## config.mk

```make
export PLATFORM = sky130hd
export DESIGN_NAME = decimal_literal_to_int32_flat
export DESIGN_NICKNAME = d
export VERILOG_FILES = /design/src/hdl/dlti_pkg.sv /design/src/hdl/dlti_char_if.sv /design/src/hdl/dlti_result_if.sv /design/src/hdl/dlti_step.sv /design/src/hdl/decimal_literal_to_int32.sv /design/src/flat_wrapper.sv
export SDC_FILE = /design/constraint.sdc
export NUM_CORES = 1
export LEC_CHECK = 0
export ABC_AREA = 1
export BUFFER_PORTS_ARGS = -buffer_cell sky130_fd_sc_hd__buf_2
export CAP_MARGIN = 20
export CORE_MARGIN = 5
export CORE_UTILIZATION = 30
export CTS_BUF_LIST = sky130_fd_sc_hd__clkbuf_8 sky130_fd_sc_hd__clkbuf_16
export CTS_CLUSTER_SIZE = 16
export DETAILED_ROUTE_END_ITERATION = 12
export SLEW_MARGIN = 30
export SYNTH_ARGS = -nofsm -noshare
export SYNTH_HDL_FRONTEND = slang
export SYNTH_SLANG_ARGS = --single-unit
```

## constraint.sdc

```tcl
create_clock -name clk -period 11.22 [get_ports clk]
set_input_delay 1.122 -clock clk [delete_from_list [all_inputs] [get_ports clk]]
set_output_delay 1.122 -clock clk [all_outputs]
set_load 0.01 [all_outputs]
```

## src/hdl/dlti_pkg.sv

```systemverilog
// Shared types and constants for the decimal literal to int32 parser.
// Depends on nothing; every other file of the block imports it.
package dlti_pkg;

    // ASCII codes the parser reacts to
    localparam logic [7:0] CHAR_MINUS = 8'h2D;
    localparam logic [7:0] CHAR_PLUS  = 8'h2B;
    localparam logic [7:0] CHAR_ZERO  = 8'h30;
    localparam logic [7:0] CHAR_NINE  = 8'h39;

    // Field and register widths
    localparam int CHAR_W   = 8;
    localparam int VALUE_W  = 32;
    localparam int STATUS_W = 2;
    localparam int UPPER_W  = 31;
    localparam int MAG_W    = 32;
    localparam int PROD_W   = MAG_W + 4;   // magnitude * 10 + digit
    localparam int CMP_W    = PROD_W + 1;  // signed form of that product
    localparam int CFG_IDX_W  = 2;
    localparam int CFG_DATA_W = 32;

    // Configuration register indexes
    typedef enum logic [CFG_IDX_W-1:0] {
        CFG_UPPER_LIMIT = 2'd0,
        CFG_LOWER_LIMIT = 2'd1,
        CFG_NULL_CODE   = 2'd2
    } cfg_idx_t;

    // Register reset values
    localparam logic [UPPER_W-1:0] UPPER_RESET = 31'h7FFF_FFFF;
    localparam logic [VALUE_W-1:0] LOWER_RESET = 32'h8000_0001;
    localparam logic [VALUE_W-1:0] NULL_RESET  = 32'h8000_0000;

    // Result status codes
    typedef enum logic [STATUS_W-1:0] {
        ST_OK       = 2'd0,
        ST_NULL     = 2'd1,
        ST_INVALID  = 2'd2,
        ST_OVERFLOW = 2'd3
    } status_t;

    // Per-token parser state
    typedef struct packed {
        logic [MAG_W-1:0] magnitude;
        logic             negative;
        logic             started;
        logic             digit_seen;
        status_t          error_code;
    } token_t;

    localparam token_t TOKEN_CLEAR = '{
        magnitude:  '0,
        negative:   1'b0,
        started:    1'b0,
        digit_seen: 1'b0,
        error_code: ST_OK
    };

endpackage

```

## src/hdl/dlti_char_if.sv

```systemverilog
// Character channel: one ASCII byte of a literal per word, with token flags.
// Depends on dlti_pkg for field widths.
interface dlti_char_if
    import dlti_pkg::*;
();
    logic              valid;
    logic              ready;
    logic [CHAR_W-1:0] char_byte;
    logic              last;
    logic              empty_req;

    modport source (output valid, output char_byte, output last, output empty_req,
                    input ready);
    modport sink   (input valid, input char_byte, input last, input empty_req,
                    output ready);
endinterface

```

## src/hdl/dlti_result_if.sv

```systemverilog
// Result channel: one parsed value and its status per word.
// Depends on dlti_pkg for field widths.
interface dlti_result_if
    import dlti_pkg::*;
();
    logic                valid;
    logic                ready;
    logic [VALUE_W-1:0]  value;
    logic [STATUS_W-1:0] status;

    modport source (output valid, output value, output status, input ready);
    modport sink   (input valid, input value, input status, output ready);
endinterface

```

## src/hdl/dlti_step.sv

```systemverilog
// Combinational step of the parser: one byte against the token state.
// Depends on dlti_pkg for the token state type and status codes.
module dlti_step
    import dlti_pkg::*;
(
    input  token_t              tok,
    input  logic [CHAR_W-1:0]   char_byte,
    input  logic                last,
    input  logic                empty_req,
    input  logic [UPPER_W-1:0]  upper_limit,
    input  logic [VALUE_W-1:0]  lower_limit,
    input  logic [VALUE_W-1:0]  null_code,
    output token_t              tok_next,
    output logic                res_flag,
    output logic [VALUE_W-1:0]  res_value,
    output status_t             res_status
);

    logic                     take;
    logic                     is_digit;
    logic [3:0]               digit;
    logic [PROD_W-1:0]        prod;
    logic signed [CMP_W-1:0]  signed_val;
    logic signed [CMP_W-1:0]  upper_ext;
    logic signed [CMP_W-1:0]  lower_ext;
    logic                     over;
    token_t                   t;

    // Accumulate magnitude * 10 + digit, and test it against both limits
    assign is_digit  = (char_byte >= CHAR_ZERO) && (char_byte <= CHAR_NINE);
    assign digit     = 4'(char_byte - CHAR_ZERO);
    assign prod      = PROD_W'({tok.magnitude, 3'b000}) + PROD_W'({tok.magnitude, 1'b0})
                       + PROD_W'(digit);
    assign upper_ext = signed'(CMP_W'(upper_limit));
    assign lower_ext = signed'({{(CMP_W-VALUE_W){lower_limit[VALUE_W-1]}}, lower_limit});

    always_comb
    begin
        take       = 1'b0;
        signed_val = '0;
        over       = 1'b0;
        t          = tok;
        res_flag   = 1'b0;
        res_value  = '0;
        res_status = ST_OK;

        if (empty_req)
        begin
            // Drop any token in progress and report the null marker
            t          = TOKEN_CLEAR;
            res_flag   = 1'b1;
            res_value  = null_code;
            res_status = ST_NULL;
        end
        else
        begin
            // A sign counts only as the first byte of a token
            if (!tok.started)
            begin
                t.started = 1'b1;
                if (char_byte == CHAR_MINUS)
                begin
                    t.negative = 1'b1;
                end
                else if (char_byte != CHAR_PLUS)
                begin
                    take = 1'b1;
                end
            end
            else if (tok.error_code == ST_OK)
            begin
                take = 1'b1;
            end

            // Fold in one digit; first error holds
            if (take)
            begin
                if (!is_digit)
                begin
                    t.error_code = ST_INVALID;
                end
                else
                begin
                    t.digit_seen = 1'b1;
                    signed_val = t.negative ? -signed'({1'b0, prod})
                                            : signed'({1'b0, prod});
                    over = (signed_val > upper_ext) || (signed_val < lower_ext);
                    if (over)
                    begin
                        t.error_code = ST_OVERFLOW;
                    end
                    else
                    begin
                        t.magnitude = prod[MAG_W-1:0];
                    end
                end
            end

            // Close the token at its last byte
            if (last)
            begin
                res_flag = 1'b1;
                if (t.error_code == ST_OK && !t.digit_seen)
                begin
                    res_status = ST_INVALID;
                end
                else
                begin
                    res_status = t.error_code;
                end
                if (res_status == ST_OK)
                begin
                    res_value = t.negative ? (VALUE_W'(0) - t.magnitude) : t.magnitude;
                end
                t = TOKEN_CLEAR;
            end
        end

        tok_next = t;
    end

endmodule

```

## src/hdl/decimal_literal_to_int32.sv

```systemverilog
// Top level of the decimal literal to int32 parser: input register, token
// state, result register. Depends on dlti_pkg, dlti_char_if, dlti_result_if, dlti_step.
//
// Takes one ASCII byte per word and gives one result word per token, at its
// last byte or at once for a word flagged as an empty token. One word is
// accepted every clock cycle unless a result is held back by a full output. The
// combinational accumulate step (magnitude * 10 + digit with the limit compare)
// sits between the input register and the result register. Words that give no
// result keep moving while a result waits to be taken. The limit and null-code
// registers are written through cfg_we, cfg_index and cfg_data; the user must
// write them only while the parser is idle, which the block itself does not enforce;
// index 0 is the upper limit, 1 the lower limit, 2 the null code.
module decimal_literal_to_int32
    import dlti_pkg::*;
(
    input  logic                  clk,
    input  logic                  rst_n,
    input  logic                  cfg_we,
    input  logic [CFG_IDX_W-1:0]  cfg_index,
    input  logic [CFG_DATA_W-1:0] cfg_data,
    dlti_char_if.sink             char_in,
    dlti_result_if.source         result_out
);

    logic [UPPER_W-1:0]  upper_limit_reg;
    logic [VALUE_W-1:0]  lower_limit_reg;
    logic [VALUE_W-1:0]  null_code_reg;

    logic                item_valid_reg;
    logic [CHAR_W-1:0]   char_reg;
    logic                last_reg;
    logic                empty_reg;

    token_t              tok_reg;
    token_t              tok_next;

    logic                out_valid_reg;
    logic [VALUE_W-1:0]  value_reg;
    status_t             status_reg;

    logic                res_flag;
    logic [VALUE_W-1:0]  res_value;
    status_t             res_status;
    logic                advance;

    // Configuration registers
    always_ff @(posedge clk or negedge rst_n)
    begin
        if (!rst_n)
        begin
            upper_limit_reg <= UPPER_RESET;
            lower_limit_reg <= LOWER_RESET;
            null_code_reg   <= NULL_RESET;
        end
        else if (cfg_we)
        begin
            unique case (cfg_index)
                CFG_UPPER_LIMIT: upper_limit_reg <= cfg_data[UPPER_W-1:0];
                CFG_LOWER_LIMIT: lower_limit_reg <= cfg_data[VALUE_W-1:0];
                CFG_NULL_CODE:   null_code_reg   <= cfg_data[VALUE_W-1:0];
                default:         ;
            endcase
        end
    end

    // Parse step on the registered word
    dlti_step u_step (
        .tok         (tok_reg),
        .char_byte   (char_reg),
        .last        (last_reg),
        .empty_req   (empty_reg),
        .upper_limit (upper_limit_reg),
        .lower_limit (lower_limit_reg),
        .null_code   (null_code_reg),
        .tok_next    (tok_next),
        .res_flag    (res_flag),
        .res_value   (res_value),
        .res_status  (res_status)
    );

    // Advance the held word unless its result would land on a full output
    assign advance       = item_valid_reg &&
                           (!res_flag || !out_valid_reg || result_out.ready);
    assign char_in.ready = !item_valid_reg || advance;

    // Input register
    always_ff @(posedge clk or negedge rst_n)
    begin
        if (!rst_n)
        begin
            item_valid_reg <= 1'b0;
        end
        else if (char_in.ready)
        begin
            item_valid_reg <= char_in.valid;
        end
    end

    always_ff @(posedge clk)
    begin
        if (char_in.ready && char_in.valid)
        begin
            char_reg  <= char_in.char_byte;
            last_reg  <= char_in.last;
            empty_reg <= char_in.empty_req;
        end
    end

    // Token state
    always_ff @(posedge clk or negedge rst_n)
    begin
        if (!rst_n)
        begin
            tok_reg <= TOKEN_CLEAR;
        end
        else if (advance)
        begin
            tok_reg <= tok_next;
        end
    end

    // Result register
    always_ff @(posedge clk or negedge rst_n)
    begin
        if (!rst_n)
        begin
            out_valid_reg <= 1'b0;
        end
        else if (advance && res_flag)
        begin
            out_valid_reg <= 1'b1;
        end
        else if (result_out.ready)
        begin
            out_valid_reg <= 1'b0;
        end
    end

    always_ff @(posedge clk)
    begin
        if (advance && res_flag)
        begin
            value_reg  <= res_value;
            status_reg <= res_status;
        end
    end

    assign result_out.valid  = out_valid_reg;
    assign result_out.value  = value_reg;
    assign result_out.status = status_reg;

endmodule
```

## src/flat_wrapper.sv

```systemverilog
// flat-port wrapper written by rule: the top's interface ports become plain ports
module decimal_literal_to_int32_flat import dlti_pkg::*;
  (clk, rst_n, cfg_we, cfg_index, cfg_data, char_in_valid, char_in_char_byte, char_in_last, char_in_empty_req, char_in_ready, result_out_valid, result_out_value, result_out_status, result_out_ready);
  dlti_char_if char_in_i ();
  dlti_result_if result_out_i ();
  input  logic clk;
  input  logic rst_n;
  input  logic cfg_we;
  input  logic [CFG_IDX_W-1:0] cfg_index;
  input  logic [CFG_DATA_W-1:0] cfg_data;
  input wire logic [$bits(char_in_i.valid)-1:0] char_in_valid;
  input wire logic [$bits(char_in_i.char_byte)-1:0] char_in_char_byte;
  input wire logic [$bits(char_in_i.last)-1:0] char_in_last;
  input wire logic [$bits(char_in_i.empty_req)-1:0] char_in_empty_req;
  output wire logic [$bits(char_in_i.ready)-1:0] char_in_ready;
  output wire logic [$bits(result_out_i.valid)-1:0] result_out_valid;
  output wire logic [$bits(result_out_i.value)-1:0] result_out_value;
  output wire logic [$bits(result_out_i.status)-1:0] result_out_status;
  input wire logic [$bits(result_out_i.ready)-1:0] result_out_ready;
  assign char_in_i.valid = char_in_valid;
  assign char_in_i.char_byte = char_in_char_byte;
  assign char_in_i.last = char_in_last;
  assign char_in_i.empty_req = char_in_empty_req;
  assign char_in_ready = char_in_i.ready;
  assign result_out_valid = result_out_i.valid;
  assign result_out_value = result_out_i.value;
  assign result_out_status = result_out_i.status;
  assign result_out_i.ready = result_out_ready;
  decimal_literal_to_int32 u_core (.clk(clk), .rst_n(rst_n), .cfg_we(cfg_we), .cfg_index(cfg_index), .cfg_data(cfg_data), .char_in(char_in_i), .result_out(result_out_i));
endmodule
```

==> reports/qor.csv <==
metric,value,unit
hpwl,32300,µm
port_buffers,84,
clockBufferDepth,2,
start_util,30.2,%
num_vias,12810,
cts-hold-fix-buffers,0,
cap_viol_max_count,0,
final_layout_size_suffix_gt1_share,12.4,%
clock.fmax,0.126,GHz
routed_wl,40800,µm
layout_worst_path_cycle_share,70.7,%
cp-end-kind,flip-flop,
fp.dieH,226,µm
ys_warn_count,0,
skew,0.0171,ns
final_common_cell,nand2_1,
postCtsSetupBuffers,0,
critical_path.slowest_cell,nand3_4,
row_count,79,
p_total,1.74,mW
viasPerCell,4.83,
final_hold_viol_count,0,
cp_max_fo,61,
grt_max_degree,70,
track_usage,16.1,%
synth-edff-count,44,
firstDrtPassIters,5,
syn_nets,2150,
ys_seq_area_share,33.7,%
nets,2216,
maxSlewViolCount,0,
overflow,0,
grt_pass1_vias,12622,
syn_area,14000,µm²
route.detailed.drc,0,
layout_common_cells,"nand2_1, inv_1, o21ai_0",
gp_congestion,0.953,
crit_required,11.44,ns
critPathKind,reg2reg,
synth_top_area_share,17.9,%
maxSlewHeadroom,42.5,%
setup_tns,0,ns
synth_area_leaders,"dfrtp_1, nand2_1, ha_1",
clk-insertion-delay-late,0.46,ns
synth.avg_cell_area,7.13,µm²
grt_pass1_wl,66200,µm
die_w,226,µm
cts_sinks,178,
worst_pin_slew,0.862,ns
leakagePower,8.64,nW
hold_path.class,reg2reg,
io_pins,85,
cts.htree.levels,4,
cp_common_cell,nand2_1,
max-vdd-ir-drop,130,µV
drt_iter0_markers,887,
synth_largest_area_cell,dfrtp_1,
largest_reg_flops,37,
cts_root_buf,clkbuf_16,
drt-wirelength-per-cell,15.4,µm
syn2layout_area_growth,11.4,%
async_flop_share,75.3,%
start_kind,flip-flop,
p_per_area,112,nW/µm²
cts_tree,done,
cp.arrival,8.15,ns
fill_cells,4884,
antenna_found_initial,0,
clkSlewWorstSetupHoldPaths,0.08,ns
ys_ff_latch,178,
setup_viol,0,
ys_types,52,
dominantRegCellSynth,dfrtp_1,
post_cts_resized,0,
die_area,51100,µm²
rsz0062_at_grt,false,
finalCriticalPeriod,7.94,ns
synth_cells,1967,
status,finished clean,
insertedDiodeCount,0,
core-area,46400,µm²
ant_nets,0,
cpPeakStageDelay,0.64,ns
numCtsBuffers,17,
power by group:
part	internal (mW)	switching (mW)	leakage [nW]
clock network	0.321	0.278	0.291
registers	0.759	0.0405	2.08
logic	0.115	0.230	6.27
total	1.20	0.548	8.64
worst paths after layout:
| path | endpoint | slack, ns | start | cells after the start |
|---|---|---|---|---|
| max | u_core.result_out.value[28]$_DFFE_PP_ | 3.28 | u_core.tok_reg[5]$_DFFE_PN0P_ | 42 |
| min | u_core.null_code_reg[20]$_DFFE_PN0P_ | 0.48 | u_core.null_code_reg[20]$_DFFE_PN0P_ | 2 |
| max reg2reg | u_core.result_out.value[28]$_DFFE_PP_ | 3.28 | u_core.tok_reg[5]$_DFFE_PN0P_ | 42 |
| min reg2reg | u_core.null_code_reg[20]$_DFFE_PN0P_ | 0.48 | u_core.null_code_reg[20]$_DFFE_PN0P_ | 2 |
| max in group asynchronous | u_core.lower_limit_reg[30]$_DFFE_PN0P_ | 9.47 | rst_n | 2 |
| min in group asynchronous | u_core.lower_limit_reg[1]$_DFFE_PN0P_ | 0.69 | rst_n | 1 |
final cells by class:
| class | instances | area [µm²] | share of cell area, % |
|---|---|---|---|
| Multi-Input combinational cell | 1405 | 7800 | 49.9 |
| Inverter | 339 | 1270 | 8.16 |
| Sequential cell | 178 | 4720 | 30.2 |
| Clock inverter | 13 | 124 | 0.793 |
| Timing Repair Buffer | 92 | 490 | 3.14 |
| Tap cell | 607 | 759 | 4.86 |
| Clock buffer | 19 | 453 | 2.90 |
metrics by stage:
step           setup WS, ns  util, %  hold slack, ns  cell area [µm²]  std cells
4_1_cts                3.31     33.7           0.490            15600       2653
6_report               3.28     33.7           0.485            15600       2653
2_1_floorplan          5.13        -           0.453            14000       1967
3_3_place_gp           3.46     32.4           0.465            15000       2621
3_5_place_dp           3.34     32.4           0.473            15000       2621
5_1_grt                2.48     33.7           0.507            15600       2653
metal layers:
metal  vias to the layer above  track usage (%)  part of all wire, %
met4                         0             4.70                  1.9
met2                       281             26.8                   47
met1                      6013             22.2                   47
li1                       6471                -                    -
met3                        45             1.82                  3.9
met5                         -                0                    0
logic make-up (layout without fill, tap and decap cells):
kind of cell               count (synthesis)  count (layout)  synth area share, %
AOI/OAI and AO/OA                        319             319                 12.9
xor gates and xnor gates                  31              31                 1.94
buffers and inverters                    384             463                 10.9
adders and majority gates                134             134                 12.1
DFF                                      178             178                 33.7
and+or+nand+nor                          921             921                 28.5
cells in the mapped netlist, types with 6 or more instances:
| master | number |
|---|---|
| nand2_1 | 592 |
| inv_1 | 325 |
| o21ai_0 | 147 |
| ha_1 | 132 |
| nor2_1 | 115 |
| dfrtp_1 | 100 |
| nand3_1 | 87 |
| a21oi_1 | 73 |
| edfxtp_1 | 44 |
| dfstp_2 | 34 |
| clkbuf_1 | 32 |
| nand4_1 | 30 |
| nand2_2 | 29 |
| o22ai_1 | 29 |
| xor2_1 | 29 |
| o21ai_1 | 20 |
| nor3_1 | 18 |
| o21ai_2 | 17 |
| nor2_2 | 12 |
| nand3_2 | 9 |
| nand3b_1 | 8 |
| clkinv_1 | 7 |
| inv_2 | 7 |
| o211ai_1 | 6 |
| o21a_1 | 6 |
critical path, delay by kind of cell, from the launching register on:
| family | cells | cell delay, ns |
|---|---|---|
| buffers and inverters | 6 | 0.64 |
| DFF | 1 | 0.35 |
| and+or+nand+nor | 28 | 4.01 |
| adders and majority gates | 4 | 1.59 |
| xor gates and xnor gates | 1 | 0.11 |
| AOI/OAI and AO/OA | 3 | 1.01 |
No activity file was read; power rests on OpenSTA's default activity.
